`src/hdl/sfp_pkg.sv`:
```
`timescale 1ns / 1ps
// types and constants shared by the serial frame parser modules
// no dependencies
package sfp_pkg;

  localparam int BODY_LEN = 11;
  localparam int NUM_VALUES = 5;
  localparam int CFG_IDX_W = 3;
  localparam int CFG_DATA_W = 16;

  // configuration register indexes
  localparam logic [CFG_IDX_W-1:0] CFG_HEADER_FIRST = 3'd0;
  localparam logic [CFG_IDX_W-1:0] CFG_HEADER_SECOND = 3'd1;
  localparam logic [CFG_IDX_W-1:0] CFG_TAIL_FIRST = 3'd2;
  localparam logic [CFG_IDX_W-1:0] CFG_TAIL_SECOND = 3'd3;
  localparam logic [CFG_IDX_W-1:0] CFG_TIMEOUT = 3'd4;

  // register reset values
  localparam logic [7:0] RST_HEADER_FIRST = 8'hBB;
  localparam logic [7:0] RST_HEADER_SECOND = 8'h77;
  localparam logic [7:0] RST_TAIL_FIRST = 8'hCC;
  localparam logic [7:0] RST_TAIL_SECOND = 8'hEE;
  localparam logic [15:0] RST_TIMEOUT = 16'd1000;

  localparam logic [3:0] NIBBLE_MASK = 4'hF;
  localparam logic [15:0] IDLE_MAX = 16'hFFFF;

  localparam logic ACT_BYTE = 1'b0;
  localparam logic ACT_TICK = 1'b1;

  typedef logic [BODY_LEN-1:0][7:0] body_t;

  typedef struct packed {
    logic       action;
    logic [7:0] rx_byte;
  } in_item_t;

  typedef struct packed {
    logic signed [15:0] value_one;
    logic signed [15:0] value_two;
    logic signed [15:0] value_three;
    logic signed [15:0] value_four;
    logic signed [15:0] value_five;
    logic [3:0]         count_a;
    logic [3:0]         count_b;
  } held_t;

  typedef struct packed {
    logic signed [15:0] value_one;
    logic signed [15:0] value_two;
    logic signed [15:0] value_three;
    logic signed [15:0] value_four;
    logic signed [15:0] value_five;
    logic [3:0]         count_a;
    logic [3:0]         count_b;
    logic               frame_done;
    logic               frame_accepted;
    logic               link_alive;
  } out_item_t;

endpackage

```
`src/hdl/sfp_unpack.sv`:
```
`timescale 1ns / 1ps
// unpacks the stored frame body into five values and two nibble counts
// depends on sfp_pkg
module sfp_unpack (
  input  sfp_pkg::body_t body,
  output sfp_pkg::held_t held
);
  import sfp_pkg::*;

  logic [3:0]  nib_hi;
  logic [3:0]  nib_lo;
  logic        ok;
  logic [NUM_VALUES-1:0][15:0] vals;

  assign nib_hi = body[BODY_LEN-1][7:4] & NIBBLE_MASK;
  assign nib_lo = body[BODY_LEN-1][3:0] & NIBBLE_MASK;
  assign ok = (nib_hi >= 4'd1) && (nib_hi <= 4'd3) && (nib_lo >= 4'd1) && (nib_lo <= 4'd3);

  // low byte first, any bad nibble zeroes everything
  always_comb begin
    for (int k = 0; k < NUM_VALUES; k++) begin
      vals[k] = ok ? {body[2*k+1], body[2*k]} : 16'd0;
    end
  end

  assign held.value_one   = vals[0];
  assign held.value_two   = vals[1];
  assign held.value_three = vals[2];
  assign held.value_four  = vals[3];
  assign held.value_five  = vals[4];
  assign held.count_a     = ok ? nib_hi : 4'd0;
  assign held.count_b     = ok ? nib_lo : 4'd0;

endmodule

```
`src/hdl/serial_frame_parser_unpack_unit.sv`:
```
`timescale 1ns / 1ps
// Fixed-length serial frame parser with link watchdog.
// Input channel (in_valid/in_ready/in_data): one request per received byte
// (action 0) or timer tick (action 1). Each request yields exactly one result
// on the output channel (out_valid/out_ready/out_data) with the held values,
// the two counts, frame_done, frame_accepted and the link flag after it.
// A frame is two header bytes, 11 body bytes and two tail bytes; the body is
// unpacked when the second tail byte matches.
// A request is held in the input register and its result is presented from
// the result register that follows it. Throughput: one request per cycle
// unless the receiver stalls; the parser state update is a single pass of
// compare and select logic between the two registers.
// Reset (rst_n low, synchronous) empties both registers, returns the parser
// to header hunt, clears held values, link flag and idle counter, and loads
// the configuration registers with their defaults.
// When the receiver stalls, the result holds and the input register keeps
// one more request; in_ready drops once both are full.
// Configuration is written through cfg_wr_en/cfg_index/cfg_wdata while idle.
module serial_frame_parser_unpack_unit (
  input  logic                                clk,
  input  logic                                rst_n,
  input  logic                                in_valid,
  output logic                                in_ready,
  input  sfp_pkg::in_item_t                   in_data,
  output logic                                out_valid,
  input  logic                                out_ready,
  output sfp_pkg::out_item_t                  out_data,
  input  logic                                cfg_wr_en,
  input  logic [sfp_pkg::CFG_IDX_W-1:0]       cfg_index,
  input  logic [sfp_pkg::CFG_DATA_W-1:0]      cfg_wdata
);
  import sfp_pkg::*;

  localparam logic [2:0] PH_HUNT  = 3'd0;
  localparam logic [2:0] PH_HEAD2 = 3'd1;
  localparam logic [2:0] PH_BODY  = 3'd2;
  localparam logic [2:0] PH_TAIL1 = 3'd3;
  localparam logic [2:0] PH_TAIL2 = 3'd4;

  logic [7:0]  hdr1_r, hdr2_r, tail1_r, tail2_r;
  logic [15:0] timeout_r;

  logic        s1_valid_r, s1_valid_nxt;
  in_item_t    s1_data_r;
  logic        out_valid_r, out_valid_nxt;
  out_item_t   out_data_r, out_data_nxt;

  logic [2:0]  phase_r, phase_nxt;
  logic [3:0]  idx_r, idx_nxt;
  body_t       body_r;
  held_t       held_r, held_nxt;
  held_t       unpacked;
  logic        alive_r, alive_nxt;
  logic [15:0] idle_r, idle_nxt;
  logic        done, accepted, body_wr;

  logic out_free, in_fire, fire;

  assign out_free = !out_valid_r || out_ready;
  assign in_ready = !s1_valid_r || out_free;
  assign in_fire  = in_valid && in_ready;
  assign fire     = s1_valid_r && out_free;

  sfp_unpack u_unpack (
    .body (body_r),
    .held (unpacked)
  );

  // configuration registers
  always_ff @(posedge clk) begin
    if (!rst_n) begin
      hdr1_r    <= RST_HEADER_FIRST;
      hdr2_r    <= RST_HEADER_SECOND;
      tail1_r   <= RST_TAIL_FIRST;
      tail2_r   <= RST_TAIL_SECOND;
      timeout_r <= RST_TIMEOUT;
    end else if (cfg_wr_en) begin
      unique case (cfg_index)
        CFG_HEADER_FIRST:  hdr1_r    <= cfg_wdata[7:0];
        CFG_HEADER_SECOND: hdr2_r    <= cfg_wdata[7:0];
        CFG_TAIL_FIRST:    tail1_r   <= cfg_wdata[7:0];
        CFG_TAIL_SECOND:   tail2_r   <= cfg_wdata[7:0];
        CFG_TIMEOUT:       timeout_r <= cfg_wdata;
        default: ;
      endcase
    end
  end

  // parser and watchdog update for the request in the input register
  always_comb begin
    phase_nxt = phase_r;
    idx_nxt   = idx_r;
    held_nxt  = held_r;
    alive_nxt = alive_r;
    idle_nxt  = idle_r;
    done      = 1'b0;
    accepted  = 1'b0;
    body_wr   = 1'b0;
    if (fire) begin
      if (s1_data_r.action == ACT_TICK) begin
        idle_nxt = (idle_r == IDLE_MAX) ? idle_r : idle_r + 16'd1;
        if (idle_nxt >= timeout_r) begin
          alive_nxt = 1'b0;
        end
      end else begin
        idle_nxt = 16'd0;
        unique case (phase_r)
          PH_HUNT: begin
            if (s1_data_r.rx_byte == hdr1_r) phase_nxt = PH_HEAD2;
          end
          PH_HEAD2: begin
            if (s1_data_r.rx_byte == hdr2_r) begin
              idx_nxt   = 4'd0;
              phase_nxt = PH_BODY;
            end else begin
              phase_nxt = PH_HUNT;
            end
          end
          PH_BODY: begin
            body_wr = (idx_r < 4'(BODY_LEN));
            idx_nxt = idx_r + 4'd1;
            if (idx_nxt >= 4'(BODY_LEN)) phase_nxt = PH_TAIL1;
          end
          PH_TAIL1: begin
            phase_nxt = (s1_data_r.rx_byte == tail1_r) ? PH_TAIL2 : PH_HUNT;
          end
          PH_TAIL2: begin
            if (s1_data_r.rx_byte == tail2_r) begin
              held_nxt = unpacked;
              accepted = 1'b1;
            end
            phase_nxt = PH_HUNT;
            idx_nxt   = 4'd0;
            alive_nxt = 1'b1;
            done      = 1'b1;
          end
          default: begin
            phase_nxt = PH_HUNT;
            idx_nxt   = 4'd0;
          end
        endcase
      end
    end
  end

  always_comb begin
    out_data_nxt.value_one      = held_nxt.value_one;
    out_data_nxt.value_two      = held_nxt.value_two;
    out_data_nxt.value_three    = held_nxt.value_three;
    out_data_nxt.value_four     = held_nxt.value_four;
    out_data_nxt.value_five     = held_nxt.value_five;
    out_data_nxt.count_a        = held_nxt.count_a;
    out_data_nxt.count_b        = held_nxt.count_b;
    out_data_nxt.frame_done     = done;
    out_data_nxt.frame_accepted = accepted;
    out_data_nxt.link_alive     = alive_nxt;
  end

  assign s1_valid_nxt  = in_fire ? 1'b1 : (fire ? 1'b0 : s1_valid_r);
  assign out_valid_nxt = fire ? 1'b1 : (out_ready ? 1'b0 : out_valid_r);

  always_ff @(posedge clk) begin
    if (!rst_n) begin
      s1_valid_r  <= 1'b0;
      out_valid_r <= 1'b0;
      phase_r     <= PH_HUNT;
      idx_r       <= 4'd0;
      held_r      <= '0;
      alive_r     <= 1'b0;
      idle_r      <= 16'd0;
    end else begin
      s1_valid_r  <= s1_valid_nxt;
      out_valid_r <= out_valid_nxt;
      phase_r     <= phase_nxt;
      idx_r       <= idx_nxt;
      held_r      <= held_nxt;
      alive_r     <= alive_nxt;
      idle_r      <= idle_nxt;
    end
  end

  // payload registers, no reset
  always_ff @(posedge clk) begin
    if (in_fire) s1_data_r <= in_data;
    if (fire) out_data_r <= out_data_nxt;
    if (fire && body_wr) body_r[idx_r] <= s1_data_r.rx_byte;
  end

  assign out_valid = out_valid_r;
  assign out_data  = out_data_r;

endmodule

```
`config.mk`:
```
export PLATFORM = sky130hd
export DESIGN_NAME = serial_frame_parser_unpack_unit
export DESIGN_NICKNAME = d
export VERILOG_FILES = /design/src/hdl/sfp_pkg.sv /design/src/hdl/sfp_unpack.sv /design/src/hdl/serial_frame_parser_unpack_unit.sv
export SDC_FILE = /design/constraint.sdc
export NUM_CORES = 1
export LEC_CHECK = 0
export ABC_AREA = 1
export BUFFER_PORTS_ARGS = -buffer_cell sky130_fd_sc_hd__buf_2
export CORE_UTILIZATION = 54
export DETAILED_ROUTE_END_ITERATION = 10
export GPL_TIMING_DRIVEN = 0
export MAX_ROUTING_LAYER = met4
export PLACE_DENSITY = 0.77
export SLEW_MARGIN = 20
export SYNTH_ARGS = -nofsm -noshare
export SYNTH_HDL_FRONTEND = slang
export SYNTH_SLANG_ARGS = --single-unit
```
`constraint.sdc`:
```
create_clock -name clk -period 2.3 [get_ports clk]
set_clock_uncertainty 0.15 [all_clocks]
set_input_delay 0.115 -clock clk [delete_from_list [all_inputs] [get_ports clk]]
set_output_delay 0.115 -clock clk [all_outputs]
set_load 0.01 [all_outputs]
```
==> results of run 1 <==
-- cells by family after synthesis --
| family | after synthesis |
|---|---|
| XOR/XNOR | 29 |
| flip-flops | 350 |
| adder cells (fa/ha/maj) | 21 |
| buffers and inverters | 259 |
| AND/OR/NAND/NOR | 677 |
| AO/OA/AOI/OAI | 182 |
-- Yosys cell counts, drive strengths merged (16+ instances only) --
| cell type | n | area [um^2] |
|---|---|---|
| edfxtp | 188 | 5645 |
| inv | 177 | 664.4 |
| xnor2 | 17 | 148.9 |
| nor2 | 80 | 341.6 |
| nor3 | 95 | 500.5 |
| o21ai | 31 | 162.7 |
| o211ai | 16 | 120.1 |
| nand4 | 87 | 550.5 |
| dfxtp | 162 | 3243 |
| nand2 | 378 | 1426 |
| nand3 | 35 | 185.2 |
| buf | 44 | 286.5 |
| a21oi | 130 | 650.6 |
| ha | 21 | 262.8 |
| clkbuf | 38 | 142.6 |
-- worst paths after layout --
| path | from | to | slack (ps) | depth (start not counted) |
|---|---|---|---|---|
| setup / recovery | idle_r[0]$_SDFFE_PN0P_ | out_data[0]$_DFFE_PP_ | -260 | 19 |
| hold / removal | out_ready | idle_r[5]$_SDFFE_PN0P_ | 90 | 7 |
| setup reg to reg | idle_r[0]$_SDFFE_PN0P_ | out_data[0]$_DFFE_PP_ | -260 | 19 |
| hold reg to reg | held_r[2]$_SDFF_PN0_ | held_r[2]$_SDFF_PN0_ | 300 | 2 |
-- worst max-delay path: stages, from the launching register on --
cell	delay [ps]
dfxtp_4	370
ha_4	140
nand2_2	50
inv_2	80
nand3_4	110
nor2_4	190
nand2_2	80
o21a_1	100
ha_1	290
nand2_1	60
nand2_1	80
nand2_1	50
nand2_1	80
nand2_1	60
nand2_1	70
nand2_1	60
nand3_2	90
nand2_2	60
nand2_2	110
inv_2	30
-- state kept, by name, summed over array words and instances, names as in the netlist --
name / cells
hdr2_r: 8
phase_r: 3
held_r: 88
s1_valid_r: 1
hdr1_r: 8
alive_r: 1
s1_data_r: 9
idx_r: 4
body_r: 88
idle_r: 16
timeout_r: 16
tail1_r: 8
out_data: 91
out_valid: 1
tail2_r: 8
-- cell type report --
class | instances | area, um^2
flip-flops and latches | 350 | 8916
fillers | 1870 | 8255
multi-input cells | 909 | 4965
repair buffers | 205 | 1355
clock buffers | 48 | 996.0
inverters | 177 | 670.6
plain buffers | 81 | 445.4
well taps | 335 | 419.2
clock inverters | 16 | 183.9
-- stage by stage --
stage,setup TNS (ps),power [W]
after floorplan,-83.78,0.007155
after CTS,-5645,0.01313
after detailed placement,-89130,0.007378
after global routing,-12930,0.01344
final,-2301,0.01306
after global placement,-88770,0.007364
-- layout by cell type, fill, tap and decap left out, types with 4 or more instances in the layout --
cell type        n
xnor2_1         17
nand4_1         86
clkinv_2         4
clkbuf_16       36
buf_6           15
ha_4            11
nand2_1        350
buf_2          153
nor2_2           7
nor2_1          59
clkbuf_1        43
nor2_4          13
nor3_4           6
a21oi_1        127
inv_1          166
ha_1            10
xor2_1          11
o21ai_0         25
nand3_1         29
nand2_4          7
dlygate4sd3_1   42
dfxtp_4          4
dfxtp_2         10
nor3_2           4
nor3_1          85
dfxtp_1        148
nand2_2         21
buf_4           35
inv_2            9
o211ai_1        16
clkbuf_8         5
edfxtp_1       188
-- power groups by stage --
stage                     clock network (W)  logic (W)  registers [W]
final                               0.00572   0.000629        0.00672
after detailed placement                  0   0.000483        0.00690
after floorplan                           0   0.000262        0.00689
after CTS                           0.00580   0.000608        0.00672
after global routing                0.00604   0.000681        0.00672
after global placement                    0   0.000471        0.00689
-- layer usage --
layer  up-vias  wire [um]  GRT usage, %
met3        80       2079         3.742
met1      5146      13800         29.93
met4         0        932         8.574
met5         -          0             -
met2       365      16410         42.30
li1       5580          -             -
-- what timing repair did --
item,4_1_cts,5_1_grt
gates resized for setup,104,25
cloned,1,0
hold endpoints to repair,59,0
hold buffers,42,0
pin swaps,32,21
setup buffers,32,5
setup endpoints to repair,266,192
==> results by group, run 1 <==
STA
  • Final period utilization: 111.2%
  • Fin. max-slew vios: 0
  • Worst slew pin tran: ~1000 ps
  • Minimum clock period: 2558 ps
  • Max_slew headroom: 35.07%
  • Fin. Hold Viols: 0
  • Hold_ws: 92.62 ps
  • Setup ws final: -258.0 ps
  • RSZ-0062 raised after global routing: true
  • Count of final setup violators: 50
  • Fmax: 390.9 MHz

Global routing
  • Total gr overflow: 0
  • Vias in the first global route: around 11k
  • Pin count of the biggest net entering global routing: 101
  • Initial antenna violation count: 0
  • Gr usage total: 24.74%
  • First-pass GRT wire length: 52560 um

Logic synthesis
  • Cells after synthesis: about 1.5k
  • Post-Synth Adder-Cell Area: 1.814%
  • Syn. warnings: 0
  • Post-synthesis mux area share: 0%
  • Post-synth cell types: 33
  • Synth Area in Simple Gates: 20.82%
  • Synth Area per Inst: around 9.5 um^2
  • Synthesized Nets: ~1.6k
  • Synth Flop Type: edfxtp_1
  • Area share of xor/xnor cells in the synthesized design: 1.753%
  • Largest family of logic cells by synthesized area: simple AND/OR/NAND/NOR gates
  • #FFs+latches synth: 350
  • Synthesized area: 14490 um^2
  • Share of flip-flops with an asynchronous set or reset: 0%
  • Post-synth EDFFs: 188
  • Compound-Gate Fraction of Synth Area: 6.702%
  • Register area share after synthesis: 61.36%

Power
  • Net Switching: 0.002766 W
  • VDD IR max: 0.0005505 V
  • Switching share of total power: 21.17%
  • Gate power share: around 4.8%
  • Clock share of power: 43.8%
  • Int Pwr: 0.01030 W
  • P_leak: between 7 and 8 nW
  • PD cells: 727.6 nW/um^2
  • Seq pwr share: 51.4%

Die
  • Core box area: 26210 um^2
  • # rows: 59
  • Chip Height: 165.8 um
  • Starting density of the core: 55.28%
  • Die area: 27490 um^2
  • Top Ports: 126
  • Die width: 165.8 um

Placed design
  • Post-DP HPWL: roughly 21000 um
  • Port buffer count: about 130
  • Placed Area: 15540 um^2
  • Setup Slack @ Placement: -535.9 ps
  • Gpl congestion: 0.8835
  • Cell Count Post-Placement: about 2.0k

Run status
  • Failing checks: DRC, setup timing
  • Status: complete, but fails checks

Drt
  • Initial DRC count: between 800 and 900
  • Detailed-route wire length per cell: 15.66 um
  • DR vias/cell: roughly 5.3
  • Total Wirelength: around 33000 um
  • Routed via count: ~11k
  • Drt first pass iters: 10
  • DR DRC count: 11
  • Number of routed nets with antenna violations: 0

Clock tree
  • Clk sinks: 350
  • Worst-path clk slew: 60 ps
  • CTS tree: yes
  • Clk_lat worst skew: 510 ps
  • CTS root buf: clkbuf_16
  • H-tree depth: 2
  • Longest Clk Path Bufs: 3
  • Num CTS Buffers: 35

Finish
  • Antenna cells: 0
  • Post-layout util: roughly two thirds
  • Layout area overhead: 23.92%
  • Layout cells sized above 1: 20.72%
  • Nets: roughly 1.8k
  • Fin area: ~18000 um^2
  • Final Non-Filler Cells: 2121

Flow run
  • Max-Cap Viols: 0

Worst setup path
  • WP data required: about 2400 ps
  • Worst Path Max Fanout: 3
  • Worst setup SP type: flop
  • CP endpoint kind: flop
  • Critical path type: reg -> reg
  • CP Data Arrival Time: 2680 ps

Min path
  • Hold Crit Class: in -> reg
Power figures use the tool's default switching activity.
==> run 2, diff against run 1 <==
GPL_TIMING_DRIVEN = default   (was 0)
SETUP_SLACK_MARGIN = 0.1   (was default)
==> run 2 against run 1 <==
  * The flow still finishes with violations (DRC, setup timing)
  * Worst hold slack better by 89 ps
  * Sequential power about the same
  * Power down 1.4%
  * Global-route usage about the same
  * Worst setup slack better by 140 ps
  * Die area unchanged
  * Final cell count down 1.9%
  * Clock power down 3%
  * Combinational power down 3.3%
  * Critical endpoint unchanged
  * Largest power group unchanged
==> results by group, run 2 (same netlist as run 1, synthesis figures left out) <==
Placed design
  • Setup Slack @ Placement: -181.4 ps (was -535.9 ps)
  • Gpl congestion: 0.8715 (was 0.8835)
  • Post-DP HPWL: 20400 um (was 21030 um)
  • Port buffer count: 125 (unchanged)
  • Placed Area: 15790 um^2 (was 15540 um^2)

Clock tree
  • H-tree depth: 2 (unchanged)
  • Clk_lat worst skew: 520 ps (was 510 ps)
  • CTS tree: yes (unchanged)
  • Worst-path clk slew: 60 ps (about the same)
  • CTS root buf: clkbuf_16 (unchanged)
  • Clk sinks: 350 (unchanged)
  • Num CTS Buffers: 36 (was 35)
  • Longest Clk Path Bufs: 3 (unchanged)

Global routing
  • Total gr overflow: 0 (unchanged)
  • Initial antenna violation count: 0 (unchanged)
  • First-pass GRT wire length: 53190 um (was 52560 um)
  • Pin count of the biggest net entering global routing: 92 (was 101)
  • Vias in the first global route: 10.66k (was 10.53k)
  • Gr usage total: 24.75% (was 24.74%)

Drt
  • Met2 WL: 16490 um (was 16410 um)
  • M1 wire length: 14230 um (was 13800 um)
  • Total Wirelength: 33310 um (was 33220 um)
  • Routed via count: 11.09k (was 11.17k)
  • Number of routed nets with antenna violations: 0 (unchanged)
  • DR vias/cell: 5.329 (was 5.267)
  • Detailed-route wire length per cell: 16.01 um (was 15.66 um)
  • Top routing layer in use: met4 (unchanged)
  • Initial DRC count: 899 (was 867)
  • DR DRC count: 10 (was 11)
  • Wire length on met3: 1773 um (was 2079 um)
  • Drt first pass iters: 11 (was 10)

Finish
  • Commonest non-fill, non-tap cell in the layout: nand2_1 (unchanged)
  • Fin area: 17600 um^2 (was 17950 um^2)
  • Number of flip-flops in the largest register: 91 (unchanged)
  • Layout area overhead: 21.50% (was 23.92%)
  • Nets: 1773 (was 1813)
  • Antenna cells: 0 (unchanged)
  • Layout cells sized above 1: 19.30% (was 20.72%)
  • Post-layout util: 67.16% (was 68.50%)
  • Leading cell types in the layout, fill and taps excluded: 367 x nand2_1, 188 x edfxtp_1, 168 x inv_1 (was 350 x nand2_1, 188 x edfxtp_1, 166 x inv_1)

Worst setup path
  • Worst-path cell chain: buf_6, nand3_2, nor3_2, buf_4, nand3_2, nand2_2, nand3_2, ha_4, nand4_1, nor2_1, nand3_1, nand3_2, nand2_1, nand2_1, inv_1 (was ha_4, nand2_2, inv_2, nand3_4, nor2_4, nand2_2, o21a_1, ha_1, nand2_1, nand2_1, nand2_1, nand2_1, nand2_1, nand2_1, nand2_1, nand3_2, nand2_2, nand2_2, inv_2)
  • Reg-to-reg slack, setup: -120 ps (was -260 ps)
  • Worst r2r path cells: 15 (was 19)
  • WP buf/inv: 3 (was 2)
  • Worst Path Max Fanout: 5 (was 3)
  • Critical path type: reg -> reg (unchanged)
  • CP endpoint kind: flop (unchanged)
  • Critical R2R Capture: out_data[0]$_DFFE_PP_ (unchanged)
  • Delay-heaviest family, CP: simple AND/OR/NAND/NOR gates (unchanged)
  • Reg-to-reg critical path startpoint: idle_r[0]$_SDFFE_PN0P_ (unchanged)
  • CP dominant cell by count: nand3_2 (was nand2_1)
  • Largest stage delay, worst path: 380 ps (was 370 ps)
  • CP max-delay cell: dfxtp_4 (unchanged)
  • CP Data Arrival Time: 2540 ps (was 2680 ps)
  • WP data required: 2420 ps (about the same)
  • Worst setup SP type: flop (unchanged)

Min path
  • HP Start: in_data[4] (was out_ready)
  • Hold Crit Class: in -> reg (unchanged)
  • Hold Path Stages: 2 (was 7)
  • Hold path endpoint: s1_data_r[4]$_DFFE_PP_ (was idle_r[5]$_SDFFE_PN0P_)

Die
  • Die width: 165.8 um (unchanged)
  • Core box area: 26210 um^2 (unchanged)
  • Chip Height: 165.8 um (unchanged)
  • Starting density of the core: 55.28% (unchanged)
  • Die area: 27490 um^2 (unchanged)
  • # rows: 59 (unchanged)
  • Top Ports: 126 (unchanged)

Run status
  • Status: complete, but fails checks (unchanged)
  • Failing checks: DRC, setup timing (unchanged)

STA
  • Fin. max-slew vios: 0 (unchanged)
  • Fin. Hold Viols: 0 (unchanged)
  • Setup Total Neg Slack: -134.9 ps (was -2301 ps)
  • Setup ws final: -122.5 ps (was -258.0 ps)
  • Fmax: 412.8 MHz (was 390.9 MHz)
  • Count of final setup violators: 2 (was 50)
  • Minimum clock period: 2422 ps (was 2558 ps)
  • Final period utilization: 105.3% (was 111.2%)
  • Hold_ws: 181.3 ps (was 92.62 ps)
  • RSZ-0062 raised after global routing: true (unchanged)
  • Worst slew pin tran: 453.9 ps (was 974.0 ps)
  • Max_slew headroom: 69.70% (was 35.07%)

Power
  • PD cells: 732.0 nW/um^2 (was 727.6 nW/um^2)
  • P_leak: 7.657 nW (was 7.719 nW)
  • VDD IR max: 0.0004501 V (was 0.0005505 V)

Flow run
  • Max-Cap Viols: 0 (unchanged)
[run 2: worst max-delay path by stage]
stage / start / end / slack [ps] / cells after the start
2_1_floorplan: idle_r[0]$_SDFFE_PN0P_ / out_data[0]$_DFFE_PP_ / -1 / 15
3_3_place_gp: idle_r[0]$_SDFFE_PN0P_ / out_data[0]$_DFFE_PP_ / -150 / 15
3_5_place_dp: idle_r[0]$_SDFFE_PN0P_ / out_data[0]$_DFFE_PP_ / -180 / 15
4_1_cts: idle_r[0]$_SDFFE_PN0P_ / out_data[0]$_DFFE_PP_ / -90 / 17
5_1_grt: idle_r[0]$_SDFFE_PN0P_ / out_data[0]$_DFFE_PP_ / -250 / 15
6_report: idle_r[0]$_SDFFE_PN0P_ / out_data[0]$_DFFE_PP_ / -120 / 15
[run 2: layout make-up]
type | instances | area (um^2)
Fill cell | 1952 | 8606
Inverter | 177 | 673.1
Tap cell | 335 | 419.2
Clock buffer | 42 | 933.4
Clock inverter | 23 | 198.9
Timing Repair Buffer | 245 | 1764
Multi-Input combinational cell | 909 | 4703
Sequential cell | 350 | 8909
[run 2: where the power goes]
part / total [W] / switching [W] / internal [W]
combinational: 0.000608 / 0.000387 / 0.000221
sequential: 0.00672 / 0.0000465 / 0.00667
clock: 0.00556 / 0.00239 / 0.00317
total: 0.0129 / 0.00282 / 0.0101
[run 2: repair_timing]
action,in CTS,in global routing
gates resized for setup,23,32
setup buffers,1,5
setup endpoints to repair,2,152
endpoints found under the hold margin,62,0
cloned,0,1
pin swaps,5,20
hold buffers,41,0
[run 2: through the flow]
stage / std cells / power, W
6_report: 2081 / 0.01288
5_1_grt: 2081 / 0.01326
2_1_floorplan: 1518 / 0.007155
3_5_place_dp: 1969 / 0.007388
4_1_cts: 2076 / 0.01293
3_3_place_gp: 1969 / 0.007376
[run 2: metal layers]
| metal | vias to the layer above | track usage (%) |
|---|---|---|
| met5 | - | - |
| met4 | 0 | 8.249 |
| met3 | 67 | 3.313 |
| met2 | 362 | 41.43 |
| met1 | 5179 | 31.14 |
| li1 | 5481 | - |
